$ cat config.mk
export PLATFORM = sky130hd
export DESIGN_NAME = vector_heading_sector_quantizer_unit
export DESIGN_NICKNAME = d
export VERILOG_FILES = /design/src/design/vhsq_pkg.sv /design/src/design/vector_heading_sector_quantizer_unit.sv /design/src/design/vhsq_mag.sv /design/src/design/vhsq_cmp.sv /design/src/design/vhsq_out.sv
export VERILOG_INCLUDE_DIRS = /design/src /design/src/design
export SDC_FILE = /design/constraint.sdc
export NUM_CORES = 1
export LEC_CHECK = 0
export BUFFER_PORTS_ARGS = -buffer_cell sky130_fd_sc_hd__buf_2
export CAP_MARGIN = 15
export CORE_ASPECT_RATIO = 0.6
export CORE_UTILIZATION = 45
export CTS_BUF_LIST = sky130_fd_sc_hd__clkbuf_4 sky130_fd_sc_hd__clkbuf_8
export DETAILED_ROUTE_END_ITERATION = 8
export REMOVE_ABC_BUFFERS = 1
export SLEW_MARGIN = 25
export SYNTH_ARGS = -nofsm -noshare
export SYNTH_HDL_FRONTEND = slang
export SYNTH_SLANG_ARGS = --single-unit
$ cat constraint.sdc
create_clock -name i_clk -period 11.6 [get_ports i_clk]
set_input_delay 0 -clock i_clk [delete_from_list [all_inputs] [get_ports i_clk]]
set_output_delay 0 -clock i_clk [all_outputs]
set_load 0.05 [all_outputs]
$ cat src/design/vector_heading_sector_quantizer_unit_macros.svh
// assertion macros for the vector heading sector quantizer unit
`ifndef VECTOR_HEADING_SECTOR_QUANTIZER_UNIT_MACROS_SVH
`define VECTOR_HEADING_SECTOR_QUANTIZER_UNIT_MACROS_SVH

`ifndef SYNTH

// same-cycle implication, held off while reset is low
`define VHSQ_ASSERT_IMPL(label, clk, rst_n, ante, cons) \
    label: assert property (@(posedge clk) disable iff (!rst_n) (ante) |-> (cons)) \
        else $error("vhsq assertion failed");

// next-cycle implication, held off while reset is low
`define VHSQ_ASSERT_NEXT(label, clk, rst_n, ante, cons) \
    label: assert property (@(posedge clk) disable iff (!rst_n) (ante) |=> (cons)) \
        else $error("vhsq assertion failed");

`else

`define VHSQ_ASSERT_IMPL(label, clk, rst_n, ante, cons)
`define VHSQ_ASSERT_NEXT(label, clk, rst_n, ante, cons)

`endif

`endif

$ cat src/design/vhsq_pkg.sv
// shared types, constants and functions of the heading sector quantizer
`default_nettype none

package vhsq_pkg;

    localparam int COMPONENT_WIDTH_DEF = 16;

    // tangent thresholds in unsigned q3.16
    localparam int K_WIDTH   = 19;
    localparam int FRAC_BITS = 16;
    localparam int K_COUNT   = 6;

    localparam int K_IDX_1_16 = 0;
    localparam int K_IDX_1_8  = 1;
    localparam int K_IDX_3_16 = 2;
    localparam int K_IDX_5_16 = 3;
    localparam int K_IDX_3_8  = 4;
    localparam int K_IDX_7_16 = 5;

    localparam logic [K_WIDTH-1:0] K_TAB [K_COUNT] = '{
        19'd13036,   // tan(pi/16)
        19'd27146,   // tan(pi/8)
        19'd43790,   // tan(3pi/16)
        19'd98082,   // tan(5pi/16)
        19'd158218,  // tan(3pi/8)
        19'd329472   // tan(7pi/16)
    };

    // 256*pi*2^20, rounded
    localparam int              RAD_PROD_W = 35;
    localparam logic [29:0]     RAD_SCALE  = 30'd843314857;
    localparam int              RAD_SHIFT  = 20;

    localparam int UNITS_W     = 6;
    localparam int RAD_W       = 16;
    localparam int UNITS_MAG_W = 5;
    localparam int RAD_MAG_W   = 15;

    typedef enum logic [1:0] {
        MODE_8  = 2'd0,
        MODE_16 = 2'd1,
        MODE_32 = 2'd2
    } t_sector_mode;

    typedef struct packed {
        logic         valid;
        logic         x_pos;
        logic         y_pos;
        t_sector_mode mode;
    } t_ctl;

    typedef struct packed {
        logic               a_lt_b;
        logic [K_COUNT-1:0] lt;
    } t_cmp;

    // sector centre in pi/32 units to radians * 8192, rounded to nearest
    function automatic logic [RAD_MAG_W-1:0] rad_of(input logic [UNITS_MAG_W-1:0] u);
        logic [RAD_PROD_W-1:0] p;
        p = RAD_PROD_W'(u) * RAD_PROD_W'(RAD_SCALE)
            + (RAD_PROD_W'(1) << (RAD_SHIFT - 1));
        return p[RAD_SHIFT +: RAD_MAG_W];
    endfunction

endpackage

`default_nettype wire

$ cat src/design/vector_heading_sector_quantizer_unit.sv
// top level of the vector heading sector quantizer
//
// usage
//   a word (i_x_value, i_y_value) is taken at a rising edge with start high
//   and busy low. busy is low whenever reset is released, so a new word can
//   be given every cycle.
//   each word gives exactly one result word on o_angle_units (pi/32 units)
//   and o_angle_radians (radians * 8192), shown for one cycle with o_strobe.
//   the receiver has no ready: it must take the result in that cycle.
// timing
//   four register stages (magnitude, constant products, compares, output).
//   a taken word passes through these registers in that order, and its result
//   shows with o_strobe from the output register. throughput is one word per
//   cycle, set by the six parallel constant multipliers of the product stage.
// configuration
//   i_cfg_we writes i_cfg_wdata into sector_mode (0: 8, 1: 16, 2 or 3: 32
//   sectors). each word carries the mode seen when it was taken.
// reset
//   synchronous, active low: pipeline valids clear, mode returns to 32
//   sectors, busy is high while reset is held.
`default_nettype none
`include "vector_heading_sector_quantizer_unit_macros.svh"

module vector_heading_sector_quantizer_unit #(
    parameter int COMPONENT_WIDTH = vhsq_pkg::COMPONENT_WIDTH_DEF
) (
    input  wire logic                                  i_clk,
    input  wire logic                                  i_rst_n,
    input  wire logic                                  start,
    output logic                                       busy,
    input  wire logic signed [COMPONENT_WIDTH-1:0]     i_x_value,
    input  wire logic signed [COMPONENT_WIDTH-1:0]     i_y_value,
    input  wire logic                                  i_cfg_we,
    input  wire logic [1:0]                            i_cfg_wdata,
    output logic                                       o_strobe,
    output logic signed [vhsq_pkg::UNITS_W-1:0]        o_angle_units,
    output logic signed [vhsq_pkg::RAD_W-1:0]          o_angle_radians
);

    vhsq_pkg::t_sector_mode     r_sector_mode;
    logic                       accept;
    vhsq_pkg::t_ctl             mag_ctl, cmp_ctl;
    vhsq_pkg::t_cmp             cmp_bits;
    logic [COMPONENT_WIDTH-1:0] mag_a, mag_b;

    // nothing holds the pipeline, only reset keeps words out
    assign busy   = !i_rst_n;
    assign accept = start && !busy;

    // mode register
    always_ff @(posedge i_clk) begin
        if (!i_rst_n) begin
            r_sector_mode <= vhsq_pkg::MODE_32;
        end else if (i_cfg_we) begin
            r_sector_mode <= vhsq_pkg::t_sector_mode'(i_cfg_wdata);
        end
    end

    // stage 1: signs and magnitudes
    vhsq_mag #(
        .COMPONENT_WIDTH (COMPONENT_WIDTH)
    ) u_mag (
        .i_clk   (i_clk),
        .i_rst_n (i_rst_n),
        .i_valid (accept),
        .i_mode  (r_sector_mode),
        .i_x     (i_x_value),
        .i_y     (i_y_value),
        .o_ctl   (mag_ctl),
        .o_mag_a (mag_a),
        .o_mag_b (mag_b)
    );

    // stages 2 and 3: k*|x| products, then compares against |y|
    vhsq_cmp #(
        .COMPONENT_WIDTH (COMPONENT_WIDTH)
    ) u_cmp (
        .i_clk   (i_clk),
        .i_rst_n (i_rst_n),
        .i_ctl   (mag_ctl),
        .i_mag_a (mag_a),
        .i_mag_b (mag_b),
        .o_ctl   (cmp_ctl),
        .o_cmp   (cmp_bits)
    );

    // stage 4: sector centre, radians, sign
    vhsq_out u_out (
        .i_clk           (i_clk),
        .i_rst_n         (i_rst_n),
        .i_ctl           (cmp_ctl),
        .i_cmp           (cmp_bits),
        .o_strobe        (o_strobe),
        .o_angle_units   (o_angle_units),
        .o_angle_radians (o_angle_radians)
    );

    // every taken word comes out with o_strobe
    `VHSQ_ASSERT_NEXT(a_latency, i_clk, i_rst_n, accept, ##3 o_strobe)
    // no result without a word taken before it
    `VHSQ_ASSERT_IMPL(a_no_ghost, i_clk, i_rst_n, o_strobe, $past(accept, 4))
    // units and radians carry the same sign
    `VHSQ_ASSERT_IMPL(a_sign_match, i_clk, i_rst_n, o_strobe,
        o_angle_units[vhsq_pkg::UNITS_W-1] == o_angle_radians[vhsq_pkg::RAD_W-1])
    // 32-sector centres are odd multiples of pi/32
    `VHSQ_ASSERT_IMPL(a_odd_32, i_clk, i_rst_n,
        o_strobe && ($past(r_sector_mode, 4) == vhsq_pkg::MODE_32), o_angle_units[0])

endmodule

`default_nettype wire

$ cat src/design/vhsq_mag.sv
// input stage: component signs and magnitudes
`default_nettype none

module vhsq_mag #(
    parameter int COMPONENT_WIDTH = vhsq_pkg::COMPONENT_WIDTH_DEF
) (
    input  wire logic                              i_clk,
    input  wire logic                              i_rst_n,
    input  wire logic                              i_valid,
    input  wire vhsq_pkg::t_sector_mode            i_mode,
    input  wire logic signed [COMPONENT_WIDTH-1:0] i_x,
    input  wire logic signed [COMPONENT_WIDTH-1:0] i_y,
    output vhsq_pkg::t_ctl                         o_ctl,
    output logic [COMPONENT_WIDTH-1:0]             o_mag_a,
    output logic [COMPONENT_WIDTH-1:0]             o_mag_b
);

    vhsq_pkg::t_ctl             r_ctl, n_ctl;
    logic [COMPONENT_WIDTH-1:0] r_mag_a, n_mag_a;
    logic [COMPONENT_WIDTH-1:0] r_mag_b, n_mag_b;

    // zero counts as not positive; most negative value keeps its full magnitude
    always_comb begin
        n_ctl.valid = i_valid;
        n_ctl.mode  = i_mode;
        n_ctl.x_pos = !i_x[COMPONENT_WIDTH-1] && (i_x != '0);
        n_ctl.y_pos = !i_y[COMPONENT_WIDTH-1] && (i_y != '0);
        n_mag_a     = i_x[COMPONENT_WIDTH-1] ? (~i_x + 1'b1) : i_x;
        n_mag_b     = i_y[COMPONENT_WIDTH-1] ? (~i_y + 1'b1) : i_y;
    end

    always_ff @(posedge i_clk) begin
        if (!i_rst_n) begin
            r_ctl.valid <= 1'b0;
        end else begin
            r_ctl.valid <= n_ctl.valid;
        end
        r_ctl.x_pos <= n_ctl.x_pos;
        r_ctl.y_pos <= n_ctl.y_pos;
        r_ctl.mode  <= n_ctl.mode;
        r_mag_a     <= n_mag_a;
        r_mag_b     <= n_mag_b;
    end

    assign o_ctl   = r_ctl;
    assign o_mag_a = r_mag_a;
    assign o_mag_b = r_mag_b;

endmodule

`default_nettype wire

$ cat src/design/vhsq_cmp.sv
// threshold stages: constant products, then strict compares
`default_nettype none

module vhsq_cmp #(
    parameter int COMPONENT_WIDTH = vhsq_pkg::COMPONENT_WIDTH_DEF
) (
    input  wire logic                  i_clk,
    input  wire logic                  i_rst_n,
    input  wire vhsq_pkg::t_ctl        i_ctl,
    input  wire logic [COMPONENT_WIDTH-1:0] i_mag_a,
    input  wire logic [COMPONENT_WIDTH-1:0] i_mag_b,
    output vhsq_pkg::t_ctl             o_ctl,
    output vhsq_pkg::t_cmp             o_cmp
);

    localparam int PW = COMPONENT_WIDTH + vhsq_pkg::K_WIDTH;

    // product stage
    vhsq_pkg::t_ctl             r_ctl_p;
    logic [PW-1:0]              r_prod [vhsq_pkg::K_COUNT];
    logic [PW-1:0]              n_prod [vhsq_pkg::K_COUNT];
    logic [COMPONENT_WIDTH-1:0] r_mag_a, r_mag_b;

    // compare stage
    vhsq_pkg::t_ctl r_ctl_c;
    vhsq_pkg::t_cmp r_cmp, n_cmp;
    logic [PW-1:0]  b_shift;

    always_comb begin
        for (int i = 0; i < vhsq_pkg::K_COUNT; i++) begin
            n_prod[i] = PW'(i_mag_a) * PW'(vhsq_pkg::K_TAB[i]);
        end
    end

    // k*|x| < |y|*2^16, exact at full width
    always_comb begin
        b_shift      = PW'(r_mag_b) << vhsq_pkg::FRAC_BITS;
        n_cmp.a_lt_b = r_mag_a < r_mag_b;
        for (int i = 0; i < vhsq_pkg::K_COUNT; i++) begin
            n_cmp.lt[i] = r_prod[i] < b_shift;
        end
    end

    always_ff @(posedge i_clk) begin
        if (!i_rst_n) begin
            r_ctl_p.valid <= 1'b0;
            r_ctl_c.valid <= 1'b0;
        end else begin
            r_ctl_p.valid <= i_ctl.valid;
            r_ctl_c.valid <= r_ctl_p.valid;
        end
        r_ctl_p.x_pos <= i_ctl.x_pos;
        r_ctl_p.y_pos <= i_ctl.y_pos;
        r_ctl_p.mode  <= i_ctl.mode;
        r_mag_a       <= i_mag_a;
        r_mag_b       <= i_mag_b;
        r_prod        <= n_prod;
        r_ctl_c.x_pos <= r_ctl_p.x_pos;
        r_ctl_c.y_pos <= r_ctl_p.y_pos;
        r_ctl_c.mode  <= r_ctl_p.mode;
        r_cmp         <= n_cmp;
    end

    assign o_ctl = r_ctl_c;
    assign o_cmp = r_cmp;

endmodule

`default_nettype wire

$ cat src/design/vhsq_out.sv
// output stage: sector pick, quadrant fold, radians and sign
`default_nettype none

module vhsq_out (
    input  wire logic                                   i_clk,
    input  wire logic                                   i_rst_n,
    input  wire vhsq_pkg::t_ctl                         i_ctl,
    input  wire vhsq_pkg::t_cmp                         i_cmp,
    output logic                                        o_strobe,
    output logic signed [vhsq_pkg::UNITS_W-1:0]         o_angle_units,
    output logic signed [vhsq_pkg::RAD_W-1:0]           o_angle_radians
);

    logic                                r_strobe;
    logic [vhsq_pkg::UNITS_W-1:0]        r_units, n_units;
    logic [vhsq_pkg::RAD_W-1:0]          r_rad, n_rad;
    logic [vhsq_pkg::UNITS_MAG_W-1:0]    q_units;
    logic [vhsq_pkg::UNITS_MAG_W-1:0]    f_units;
    logic [vhsq_pkg::RAD_MAG_W-1:0]      rad_mag;

    // first-quadrant sector centre in pi/32 units
    always_comb begin
        case (i_ctl.mode)
            vhsq_pkg::MODE_8: begin
                q_units = i_cmp.a_lt_b ? 5'd12 : 5'd4;
            end
            vhsq_pkg::MODE_16: begin
                if (i_cmp.a_lt_b) begin
                    q_units = i_cmp.lt[vhsq_pkg::K_IDX_3_8] ? 5'd14 : 5'd10;
                end else begin
                    q_units = i_cmp.lt[vhsq_pkg::K_IDX_1_8] ? 5'd6 : 5'd2;
                end
            end
            default: begin
                // 32 sectors, unused mode code included
                if (i_cmp.a_lt_b) begin
                    if (i_cmp.lt[vhsq_pkg::K_IDX_3_8]) begin
                        q_units = i_cmp.lt[vhsq_pkg::K_IDX_7_16] ? 5'd15 : 5'd13;
                    end else begin
                        q_units = i_cmp.lt[vhsq_pkg::K_IDX_5_16] ? 5'd11 : 5'd9;
                    end
                end else begin
                    if (i_cmp.lt[vhsq_pkg::K_IDX_1_8]) begin
                        q_units = i_cmp.lt[vhsq_pkg::K_IDX_3_16] ? 5'd7 : 5'd5;
                    end else begin
                        q_units = i_cmp.lt[vhsq_pkg::K_IDX_1_16] ? 5'd3 : 5'd1;
                    end
                end
            end
        endcase
    end

    // mirror into the left half, then sign from y
    always_comb begin
        f_units = i_ctl.x_pos ? q_units : (5'd0 - q_units);
        rad_mag = vhsq_pkg::rad_of(f_units);
        n_units = i_ctl.y_pos ? {1'b0, f_units} : (~{1'b0, f_units} + 1'b1);
        n_rad   = i_ctl.y_pos ? {1'b0, rad_mag} : (~{1'b0, rad_mag} + 1'b1);
    end

    always_ff @(posedge i_clk) begin
        if (!i_rst_n) begin
            r_strobe <= 1'b0;
        end else begin
            r_strobe <= i_ctl.valid;
        end
        r_units <= n_units;
        r_rad   <= n_rad;
    end

    assign o_strobe        = r_strobe;
    assign o_angle_units   = r_units;
    assign o_angle_radians = r_rad;

endmodule

`default_nettype wire
==> metrics.yaml <==
critical_path:
  cp_data_required_time_ns: 12.12
  startpoint_type: "flip-flop"
  critPathSlowestCell: "a21oi_1"
  cp-end-kind: "flip-flop"
  crit_chain: "mux2i_1 > ha_1 > nor2_1 > a21oi_1 > ha_1 > inv_1 > fa_1 > fa_1 > inv_1 > ha_1 > a211oi_1 > o21ai_0 > a22oi_2 > nand2_1 > a21oi_1 > xor2_1 > ha_1 > inv_1 > a311o_1 > nor3_4 > a21oi_1 > o221a_2 > xor2_1"
  cp_max_fo: 13
  crit_buf_inv: 3
  cp_data_arrival_time_ns: 7.67
  crit_family: "compound AO/OA/AOI/OAI gates"
  path_common_cell: "ha_1"
  max_stage_delay_ns: 0.75
  worstSetupPathType: "reg2reg"
cells_and_area:
  final_area_um2: 30400
  fill_cells: 5445
  area_delta_synth_final_pct: 10.9
  final_cells: 3715
  num_antenna_cells: 0
  drive_gt1_share_pct: 6.62
  nNetsFinal: 3928
floorplan:
  num_io_pins: 62
  fp-row-count: 69
  die_area_um2: 61900
  start_util_pct: 45.9
  core_um2: 59700
  die_height_um: 193
  die_w_um: 320
synth:
  syn_area_um2: 27400
  async_flop_share_pct: 0
  syn_avg_cell_area_um2: 10.2
  synth_simple_gate_area_share_pct: 7.06
  synth_top_family_by_area: "adder cells"
  ys_seq_area_share_pct: 15.4
  syn-instance-count: 2692
  ys_seq_elements: 210
  yosysTopAreaCell: "ha_1"
  synth-compound-area-share_pct: 9.21
  synth_fa_ha_area_share_pct: 55.9
  netlist.area_leader.share_pct: 31.1
  synth_ff_type: "dfxtp_1"
  synthMuxAreaShare_pct: 0.219
  synth_edf_count: 0
  yosysUniqueCellTypes: 76
  synth.top_cells.by_area: "ha_1 (31%), fa_1 (25%), dfxtp_1 (15%), inv_1 (7.7%), xnor2_1 (3.1%)"
  synth_xor_area_share_pct: 4.38
  yosysWarnings: 0
sta:
  max_slew_margin_pct: 35.9
  finalCriticalPeriod_ns: 7.16
  max_freq_mhz: 140
  rsz0062_at_grt: "no"
  worst_pin_slew_ns: 0.962
  period_share_pct: 61.7
  tns_ns: 0
  finalSetupViolCount: 0
  hold_violations: 0
  maxSlewViolCount: 0
  fin_worst_skew_ns: 0.0524
  whs_ns: 0.0739
grt:
  grt_pass1_vias: 20200
  grt_usage_pct: 27.8
  grt_pass1_wl_um: 126000
  gr-total-overflow: 0
  antenna_found_initial: 3
  grt_max_degree: 23
cts:
  clockBufferDepth: 3
  postCtsSetupBuffers: 0
  cts_sinks: 210
  tritoncts: "yes"
  htreeDepth: 2
  path_clk_slew_ns: 0.07
  numCtsBuffers: 38
  cts-root-buf: "clkbuf_8"
  clk_latency_ns: 0.64
placement:
  gp_congestion: 1.05
  placed_cell_area_um2: 28800
  dp.cells: 3582
  hpwl_um: 70400
  portBuffers: 61
outcome:
  status: "finished, final reports clean"
route:
  dr.pass1.iters: 7
  drc: 0
  avgViaCountPerCell: 5.38
  wl_um: 83800
  drt_iter0_drc: 1961
  wl_per_cell_um: 22.6
  ant_nets: 0
  vias: 20000
job:
  cap_violations: 0
hold_path:
  min_path_type: "in2reg"
## metal layers
layer  vias up  routed length, um  GRT usage (%)
li1       9311                  -              -
met1      9834              42600           43.8
met2       761              30200           35.7
met3        91               9830           9.60
met4         0               1190           4.44
met5         -                  0              0
## placed cells by master, fill, tap and decap left out, types with 50 or more instances in the layout
master	n
fa_1	339
nor2_1	103
inv_1	559
a21o_1	67
o21ai_0	60
nand2_1	72
buf_2	61
xnor2_1	98
a21oi_1	89
dlygate4sd3_1	64
clkbuf_8	50
dfxtp_1	210
ha_1	681
## kinds of logic after synthesis
logic type	Yosys count
compound gates	366
xor+xnor	136
fa+ha+maj	1020
buf+inv	572
flops	210
mux	6
simple gates	382
## registers in the layout (all words and copies together) (netlist names)
signal and count:
u_cmp.r_prod 99, u_cmp.r_mag_a 16, u_cmp.r_mag_b 16, u_mag.o_mag_a 16, u_mag.o_mag_b 16, u_out.o_angle_radians 16, u_cmp.o_cmp 7, u_out.o_angle_units 6
u_cmp.o_ctl 5, u_cmp.r_ctl_p 5, u_mag.o_ctl 5, r_sector_mode 2, u_out.o_strobe 1
## cell usage after synthesis, types with 12 or more instances
library cell	number
nor2_1	103
xor2_1	37
nand4_1	15
a21o_1	67
nand2_1	72
fa_1	339
and3_1	12
or3_1	17
ha_1	681
a21oi_1	89
dfxtp_1	210
and2_1	13
nand2b_1	23
o21a_1	25
nor3_1	32
or2_2	15
nor2b_1	20
a31oi_1	12
inv_1	559
a211oi_1	18
nand3_1	30
xnor2_1	98
o21ai_0	60
o31ai_1	16
## area by class of cell
class | instances | area (um2) | share of cell area [%]
multi-input cells | 1910 | 21000 | 69.3
flip-flops and latches | 210 | 4200 | 13.8
clock buffers | 59 | 756 | 2.49
clock inverters | 10 | 114 | 0.375
inverters | 560 | 2100 | 6.92
repair buffers | 150 | 1130 | 3.73
well taps | 816 | 1020 | 3.36
## per-stage QoR
step	worst slack [ns]	util, %
2_1_floorplan	5.64	-
3_3_place_gp	4.79	48.3
3_5_place_dp	4.57	48.3
4_1_cts	4.61	50.9
5_1_grt	4.14	50.9
6_report	4.44	50.9
## final timing paths
check	from	end	slack, ns	cells past startpoint
worst max-delay path	u_cmp.o_ctl[1]$_DFF_P_	u_out.o_angle_radians[10]$_DFF_P_	4.44	23
worst min-delay path	i_x_value[0]	u_mag.o_mag_a[0]$_DFF_P_	0.07	2
worst max register to register	u_cmp.o_ctl[1]$_DFF_P_	u_out.o_angle_radians[10]$_DFF_P_	4.44	23
worst min register to register	u_mag.o_mag_b[7]$_DFF_P_	u_cmp.r_mag_b[7]$_DFF_P_	0.32	0
## repair_timing
| item | in CTS | in global routing |
|---|---|---|
| endpoints found under the hold margin | 40 | 0 |
| gates resized for setup | 0 | 0 |
| endpoints found under the setup margin | 0 | 0 |
| hold buffers | 64 | 0 |
## worst reg2reg max path, cell delays in order (launching register included)
cell and delay [ns]:
dfxtp_1 0.71, mux2i_1 0.21, ha_1 0.31, nor2_1 0.04, a21oi_1 0.75, ha_1 0.51, inv_1 0.25, fa_1 0.47
fa_1 0.52, inv_1 0.04, ha_1 0.30, a211oi_1 0.22, o21ai_0 0.13, a22oi_2 0.42, nand2_1 0.20, a21oi_1 0.24
xor2_1 0.22, ha_1 0.20, inv_1 0.04, a311o_1 0.35, nor3_4 0.36, a21oi_1 0.14, o221a_2 0.29, xor2_1 0.14
Power is left out: the tool's default activity adds up to more than one toggle a clock period on the data nets, which glitch-free logic cannot reach.
